[src/rtl/mmct_pkg.sv]
// ----------------------------------------------------------------------------
// mmct_pkg
// shared types, register indexes, reset values and result codes of the
// median/mad cfar trigger
// ----------------------------------------------------------------------------
package mmct_pkg;

  localparam int RING_DEPTH_DEF  = 1024;
  localparam int FLOOR_COUNT_DEF = 64;
  localparam int SCAN_COUNT_DEF  = 80;
  localparam int FLOOR_LAG_DEF   = 144;
  localparam int QUEUE_DEPTH     = 4;

  localparam int CFG_INDEX_W = 4;
  localparam int CFG_DATA_W  = 10;

  localparam logic [CFG_INDEX_W-1:0] REG_THRESHOLD_GAIN = 4'd0;
  localparam logic [CFG_INDEX_W-1:0] REG_HALF_GAIN      = 4'd1;
  localparam logic [CFG_INDEX_W-1:0] REG_MIN_RUN        = 4'd2;
  localparam logic [CFG_INDEX_W-1:0] REG_DEBOUNCE_GAP   = 4'd3;

  localparam logic [7:0] THRESHOLD_GAIN_RST = 8'd12;
  localparam logic [7:0] HALF_GAIN_RST      = 8'd6;
  localparam logic [1:0] MIN_RUN_RST        = 2'd2;
  localparam logic [9:0] DEBOUNCE_GAP_RST   = 10'd80;

  localparam logic ACT_PUSH = 1'b0;
  localparam logic ACT_EVAL = 1'b1;

  localparam logic [1:0] CAUSE_OK       = 2'd0;
  localparam logic [1:0] CAUSE_LOW      = 2'd1;
  localparam logic [1:0] CAUSE_RUN      = 2'd2;
  localparam logic [1:0] CAUSE_DEBOUNCE = 2'd3;

  typedef struct packed {
    logic               action;
    logic signed [15:0] ns_sample;
    logic signed [15:0] ew_sample;
  } item_t;

  typedef struct packed {
    logic  valid;
    item_t item;
  } head_t;

  typedef struct packed {
    logic [7:0] threshold_gain;
    logic [7:0] half_gain;
    logic [1:0] min_run;
    logic [9:0] debounce_gap;
  } cfg_t;

  typedef struct packed {
    logic        detected;
    logic [1:0]  reject_cause;
    logic [9:0]  trigger_index;
    logic [31:0] peak_energy;
    logic [31:0] noise_floor;
    logic [31:0] noise_spread;
  } result_t;

endpackage

[src/rtl/mmct_queue.sv]
// ----------------------------------------------------------------------------
// mmct_queue
// short item queue between the accepting front and the processing engine
// ----------------------------------------------------------------------------
module mmct_queue (
  input  logic           clk,
  input  logic           rst,
  input  logic           push,
  input  mmct_pkg::item_t din,
  output logic           q_full,
  output mmct_pkg::head_t head,
  input  logic           take
);

  localparam int QD = mmct_pkg::QUEUE_DEPTH;
  localparam int PW = $clog2(QD);
  localparam int CW = $clog2(QD + 1);

  mmct_pkg::item_t slots [QD];
  logic [PW-1:0]   wr_ptr;
  logic [PW-1:0]   rd_ptr;
  logic [CW-1:0]   count;
  logic            do_push;
  logic            do_take;

  assign q_full     = (count == CW'(QD));
  assign do_push    = push && !q_full;
  assign do_take    = take && (count != '0);
  assign head.valid = (count != '0);
  assign head.item  = slots[rd_ptr];

  always_ff @(posedge clk) begin
    if (rst) begin
      wr_ptr <= '0;
      rd_ptr <= '0;
      count  <= '0;
    end else begin
      if (do_push) begin
        wr_ptr <= (wr_ptr == PW'(QD - 1)) ? '0 : wr_ptr + 1'b1;
      end
      if (do_take) begin
        rd_ptr <= (rd_ptr == PW'(QD - 1)) ? '0 : rd_ptr + 1'b1;
      end
      count <= count + CW'(do_push) - CW'(do_take);
    end
  end

  always_ff @(posedge clk) begin
    if (do_push) begin
      slots[wr_ptr] <= din;
    end
  end

endmodule

[config.mk]
export PLATFORM = sky130hd
export DESIGN_NAME = mmct_queue
export DESIGN_NICKNAME = d
export VERILOG_FILES = /design/src/rtl/mmct_pkg.sv /design/src/rtl/mmct_queue.sv
export SDC_FILE = /design/constraint.sdc
export NUM_CORES = 1
export LEC_CHECK = 0
export BUFFER_PORTS_ARGS = -buffer_cell sky130_fd_sc_hd__buf_2
export CORE_ASPECT_RATIO = 2
export CORE_MARGIN = 10
export CORE_UTILIZATION = 51
export DETAILED_ROUTE_END_ITERATION = 16
export GPL_TIMING_DRIVEN = 0
export PLACE_DENSITY = 0.85
export SLEW_MARGIN = 10
export SYNTH_ARGS = -nofsm -noshare
export SYNTH_HDL_FRONTEND = slang
export SYNTH_SLANG_ARGS = --single-unit
[constraint.sdc]
create_clock -name clk -period 2.2 [get_ports clk]
set_input_delay 0.22 -clock clk [delete_from_list [all_inputs] [get_ports clk]]
set_output_delay 0.22 -clock clk [all_outputs]
set_load 0.02 [all_outputs]
==> impl_metrics.ini, run 1 <==
[logic_synthesis]
synth.most_common_cell = edfxtp_1
synth_area_um2 = 5250
ys_seq_area_frac = 0.790
ys_ff_latch = 141
netlist_instances = 224
yosysTopAreaCell = edfxtp_1
synth_top_area_share = 0.756
async_flop_share = 0
synthFlopType = edfxtp_1
ys_top_cells_by_area = edfxtp_1 (76%), mux4_2 (14%), dfxtp_1 (3.4%), ha_1 (1.7%), inv_1 (0.50%)
synth_common_cells = edfxtp_1 (132), mux4_2 (33), dfxtp_1 (9), ha_1 (7), inv_1 (7)
synth_fp_nets = 269
ys.warnings.count = 0
avgSynthCellArea_um2 = 23.4
synth_edf_count = 132
yosys.cell_types.count = 29

[global_routing]
grt_pass1_wl_mm = 14.9
grt_pass1_vias = 2751
antenna_found_initial = 1
grt-ovfl-total = 0
track_usage = 0.132
grt_max_degree = 34

[timing]
hold_viol = 0
finalSetupViolCount = 1
layout_min_cycle_time_ps = 2360
worst_pin_slew_ps = 903
skew_ps = 7.25
slew_headroom = 0.398
max_freq_mhz = 424
fin_crit_sh = 1.07
setup_slack_ps = -158
finalMaxSlewViolations = 0
rsz0062_at_grt = true
final.setup.tns_ps = -158

[layout]
drive_gt1_frac = 0.505
fillers = 666
fin_nets = 365
syn_to_final_growth_pct = 23.2
stdcell_area_um2 = 6460
final_cells = 469

[clock_tree]
clockBufferDepth = 2
cts_hold_buf = 0
cts_num_sinks = 141
clk_latency_ps = 400
cts_tree = yes
clockRootBuffer = clkbuf_16
htree_num_levels = 4
cts_buffers = 17
cts.clk_slew.worst_paths_ps = 60

[hold_path]
hold_start = din[26]
worstHoldEndpoint = slots[3][26]
min_path_type = input pin to register
hold_depth = 1

[setup_path]
slowest_delay_ps = 410
crit_slowest_cell = fa_2
path_cells = or3b_4 > and2_4 > inv_2 > ha_4 > inv_4 > ha_4 > inv_2 > fa_2 > xor2_2 > and2_1 > nor3_1
startpoint_type = register
timing.rr.end = count[2]
setup.worst_path.class = register to register
r2r_cells = 11
crit_path_max_fanout = 4
cp.required_ps = 2520
r2r_setup_slack_ps = -160
crit_arrival_ps = 2680
cp-end-kind = register
r2r_start = count[0]

[floorplan]
fp.dieH_um = 163
io_pins = 72
core_area_um2 = 10100
die_area_um2 = 15000
initial_core_util = 0.520
floorplan.rows = 52
die_x_um = 91.7

[outcome]
status = complete, but fails checks
violations = negative setup slack

[place]
dp_hpwl_mm = 6.04
io_buffers = 70
dp.cells = 430
gp_congestion = 0.761
place_area_um2 = 5800

[job]
maxCapViolCount = 0

[detailed_routing]
drtAntennaViolNets = 0
vias_per_cell = 5.23
vias = 2454
drc = 0
wl_mm = 9.54
drtIter0Drc = 150
drt-wirelength-per-cell_um = 20.3
first_pass_iters = 4

[pwr]
p_per_area_nw_per_um2 = 1230
peakVddDrop_uv = 845
power.total_mw = 7.93
leakage_nw = 2.26
[sequential cells by signal, summed over array words and instances (netlist names), named ones only]
signal	cells
wr_ptr	2
count	3
rd_ptr	2
slots	132
[cell type report]
class	instances	area, um2	area share
flip-flops and latches	141	4160	0.643
multi-input cells	66	1070	0.165
repair buffers	78	430	0.0666
clock buffers	17	425	0.0658
well taps	135	169	0.0261
clock inverters	15	124	0.0192
plain buffers	9	61.3	0.00949
inverters	7	28.8	0.00445
diodes	1	2.50	0.000387
[through the flow]
stage,hold slack (ps),setup slack (ps),util
finish,26.3,-158,0.641
floorplan,319,-40.4,-
global placement,429,-238,0.572
detailed placement,435,-173,0.575
global route,18.1,-246,0.641
CTS,12.6,-153,0.632
[worst max-delay path: cells and delay by family, from the launching register on]
family | cells | cell delay, ps
buf+inv | 3 | 160
flops | 1 | 360
xor+xnor | 1 | 190
simple gates | 4 | 840
fa+ha+maj | 3 | 730
[worst max-delay path by stage]
stage | start | end | slack, ps | depth (start not counted)
after detailed placement | count[0] | count[2] | -170 | 12
final | count[0] | count[2] | -160 | 11
after global routing | count[0] | count[2] | -250 | 11
after CTS | count[1] | count[2] | -150 | 12
after global placement | count[1] | slots[3][14] | -240 | 3
after floorplan | count[0] | count[2] | -40 | 12
[power breakdown]
group          switching, mW  leakage, nW  internal (mW)
Sequential             0.104         1.28           3.30
Clock                   1.03        0.262           1.54
Combinational           1.10        0.713          0.852
[cell families after synthesis]
logic type,count (synthesis),synth area share
buffers and inverters,17,0.0167
XOR/XNOR,1,0.00167
AO/OA/AOI/OAI,5,0.00716
AND/OR/NAND/NOR,18,0.0205
adder cells (fa/ha/maj),8,0.0205
flip-flops,141,0.790
multiplexers,34,0.144
[what timing repair did]
action	in CTS	in global routing
setup endpoints to repair	2	9
pin swaps	1	8
hold endpoints to repair	0	0
cloned	0	0
setup buffers	3	4
gates resized for setup	3	15
[per-layer routing]
layer  GRT usage  routed length, um  vias to the layer above
li1            -                  -                     1131
met2       0.231               5420                       65
met3      0.0492                524                        7
met5           0                  0                        -
met4      0.0550                147                        0
met1       0.138               3450                     1251
[placed cells by master (no fill, tap or decap), drive strengths merged]
cell	n
or3b	1
bufinv	1
inv	8
buf	86
clkinvlp	4
nor3	2
and2	2
o31ai	2
nand2	1
or3	2
diode	1
dfxtp	9
edfxtp	132
mux2i	1
xor2	1
mux4	33
nor2b	1
fa	1
nand3	2
nor2	3
a21o	1
clkinv	9
a21oi	2
and3	4
ha	7
clkbuf	18
No activity file was read; power rests on OpenSTA's default activity.
==> inputs of run 2 (changes only) <==
--- a/config.mk
+++ b/config.mk
@@ -11,7 +11,7 @@
 export CORE_UTILIZATION = 51
 export DETAILED_ROUTE_END_ITERATION = 16
 export GPL_TIMING_DRIVEN = 0
-export PLACE_DENSITY = 0.85
+export PLACE_DENSITY = 0.77
 export SLEW_MARGIN = 10
 export SYNTH_ARGS = -nofsm -noshare
 export SYNTH_HDL_FRONTEND = slang
==> run 2 against run 1 <==
  * The run still ends with negative setup slack left
  * Sequential share of layout area decreased by 0.075 points
  * Clock skew up 1.1 ps
  * Via count stayed put
  * Routed wire length shrank 1.5%
  * Register-to-register slack improved by 70 ps
  * Sequential cell count unchanged
  * Global-route usage about the same
  * Clock power rose by 8.2%
  * Clock-buffer cell count up 1
  * Worst hold slack worse by 7.0 ps
  * Critical endpoint unchanged
==> impl_metrics.ini, run 2 (synthesis results as in run 1) <==
[floorplan]
core_area_um2 = 10100
floorplan.rows = 52
initial_core_util = 0.520
io_pins = 72
die_area_um2 = 15000
fp.dieH_um = 163
die_x_um = 91.7

[clock_tree]
clockBufferDepth = 2
cts_buffers = 17
clk_latency_ps = 410
cts_tree = yes
cts_hold_buf = 0
cts_num_sinks = 141
htree_num_levels = 4
clockRootBuffer = clkbuf_16
cts.clk_slew.worst_paths_ps = 60

[setup_path]
cp-end-kind = register
path_depth = 11
slowest_delay_ps = 400
crit_arrival_ps = 2620
cp.buffers_inverters = 3
r2r_cells = 11
path_cells = or3b_4 > and2_4 > inv_4 > ha_4 > inv_4 > ha_4 > inv_2 > fa_2 > xor2_2 > and2_4 > nor3_2
cp.required_ps = 2530
setup.worst_path.class = register to register
cp_top_family = simple AND/OR/NAND/NOR gates
startpoint_type = register
crit_path_max_fanout = 3
crit_slowest_cell = fa_2

[job]
maxCapViolCount = 0

[timing]
setup_slack_ps = -86.2
slew_headroom = 0.395
whs_ps = 19.3
fin_crit_sh = 1.04
hold_viol = 0
layout_min_cycle_time_ps = 2290
worst_pin_slew_ps = 908
max_freq_mhz = 437
rsz0062_at_grt = true
skew_ps = 8.31
finalMaxSlewViolations = 0
finalSetupViolCount = 1

[pwr]
pwr-share-comb = 0.237
p_per_area_nw_per_um2 = 1250
power.share.clock = 0.343
seqPwrFrac = 0.420
p_int_mw = 5.89
leakage_nw = 2.26
peakVddDrop_uv = 743
switchingPower_mw = 2.21
p_sw_frac = 0.272
power.total_mw = 8.10

[detailed_routing]
drt-wirelength-per-cell_um = 20.3
wl_mm = 9.40
drtIter0Drc = 94
drc = 0
drtAntennaViolNets = 0
first_pass_iters = 4
vias_per_cell = 5.29
vias = 2454

[layout]
most-common-layout-cells = edfxtp_1 (132), buf_2 (74), mux4_2 (33)
largest_reg_flops = 132
fillers = 675
final_common_cell = edfxtp_1
num_antenna_cells = 0
drive_gt1_frac = 0.505
reg_top3 = slots (132), count (3)
fin_nets = 362
fin_util = 0.642
largest_register = slots
syn_to_final_growth_pct = 23.3

[outcome]
violations = negative setup slack
status = complete, but fails checks

[global_routing]
track_usage = 0.131
grt_max_degree = 34
grt-ovfl-total = 0
grt_pass1_wl_mm = 14.7
antenna_found_initial = 1
grt_pass1_vias = 2814

[hold_path]
hold_depth = 1
min_path_type = input pin to register

[place]
gp_congestion = 0.688
io_buffers = 70
dp_hpwl_mm = 6.02
-- run 2: final timing paths --
check | startpoint | endpoint | slack (ps)
max | count[1] | count[2] | -90
min | din[18] | slots[2][18] | 20
max reg2reg | count[1] | count[2] | -90
min reg2reg | rd_ptr[0] | register | 510
-- run 2: worst register-to-register path: cells and delay by family (launching register included) --
family / cells / cell delay (ps)
XOR/XNOR: 1 / 190
buffers and inverters: 3 / 130
AND/OR/NAND/NOR: 4 / 830
flip-flops: 1 / 360
adder cells (fa/ha/maj): 3 / 700
-- run 2: per-layer routing --
layer / vias to the layer above / global-route usage / share of wire
met4: 0 / 0.0621 / 0.018
li1: 1119 / - / -
met5: - / 0 / 0
met1: 1263 / 0.139 / 0.38
met3: 11 / 0.0483 / 0.044
met2: 61 / 0.227 / 0.56
-- run 2: per-stage QoR --
stage               cell area (um2)  worst slack, ps  setup TNS (ps)  instances
floorplan                      5250            -40.4           -40.4        224
global placement               5770             -262           -8720        429
detailed placement             5790             -167            -184        430
CTS                            6390            -58.9           -58.9        463
global route                   6470             -173            -173        464
finish                         6470            -86.2           -86.2        464
-- run 2: power groups by stage --
| stage | clock, mW | combinational (mW) | sequential, mW |
|---|---|---|---|
| CTS | 2.82 | 1.88 | 3.39 |
| detailed placement | 0 | 1.85 | 3.44 |
| finish | 2.78 | 1.92 | 3.40 |
| global route | 2.94 | 2.08 | 3.43 |
| global placement | 0 | 1.82 | 3.42 |
| floorplan | 0 | 1.29 | 3.40 |
-- run 2: layout make-up --
class / count / area (um2) / area share
Buffer: 9 / 61.3 / 0.00947
Multi-Input combinational cell: 66 / 1070 / 0.166
Clock buffer: 18 / 429 / 0.0663
Inverter: 7 / 31.3 / 0.00483
Tap cell: 135 / 169 / 0.0261
Sequential cell: 141 / 4160 / 0.642
Clock inverter: 13 / 150 / 0.0232
Timing Repair Buffer: 75 / 400 / 0.0619
-- run 2: repair_timing --
item,CTS,global route
setup endpoints to repair,2,19
pin swaps,0,7
resized for setup,4,17
setup buffers,3,1
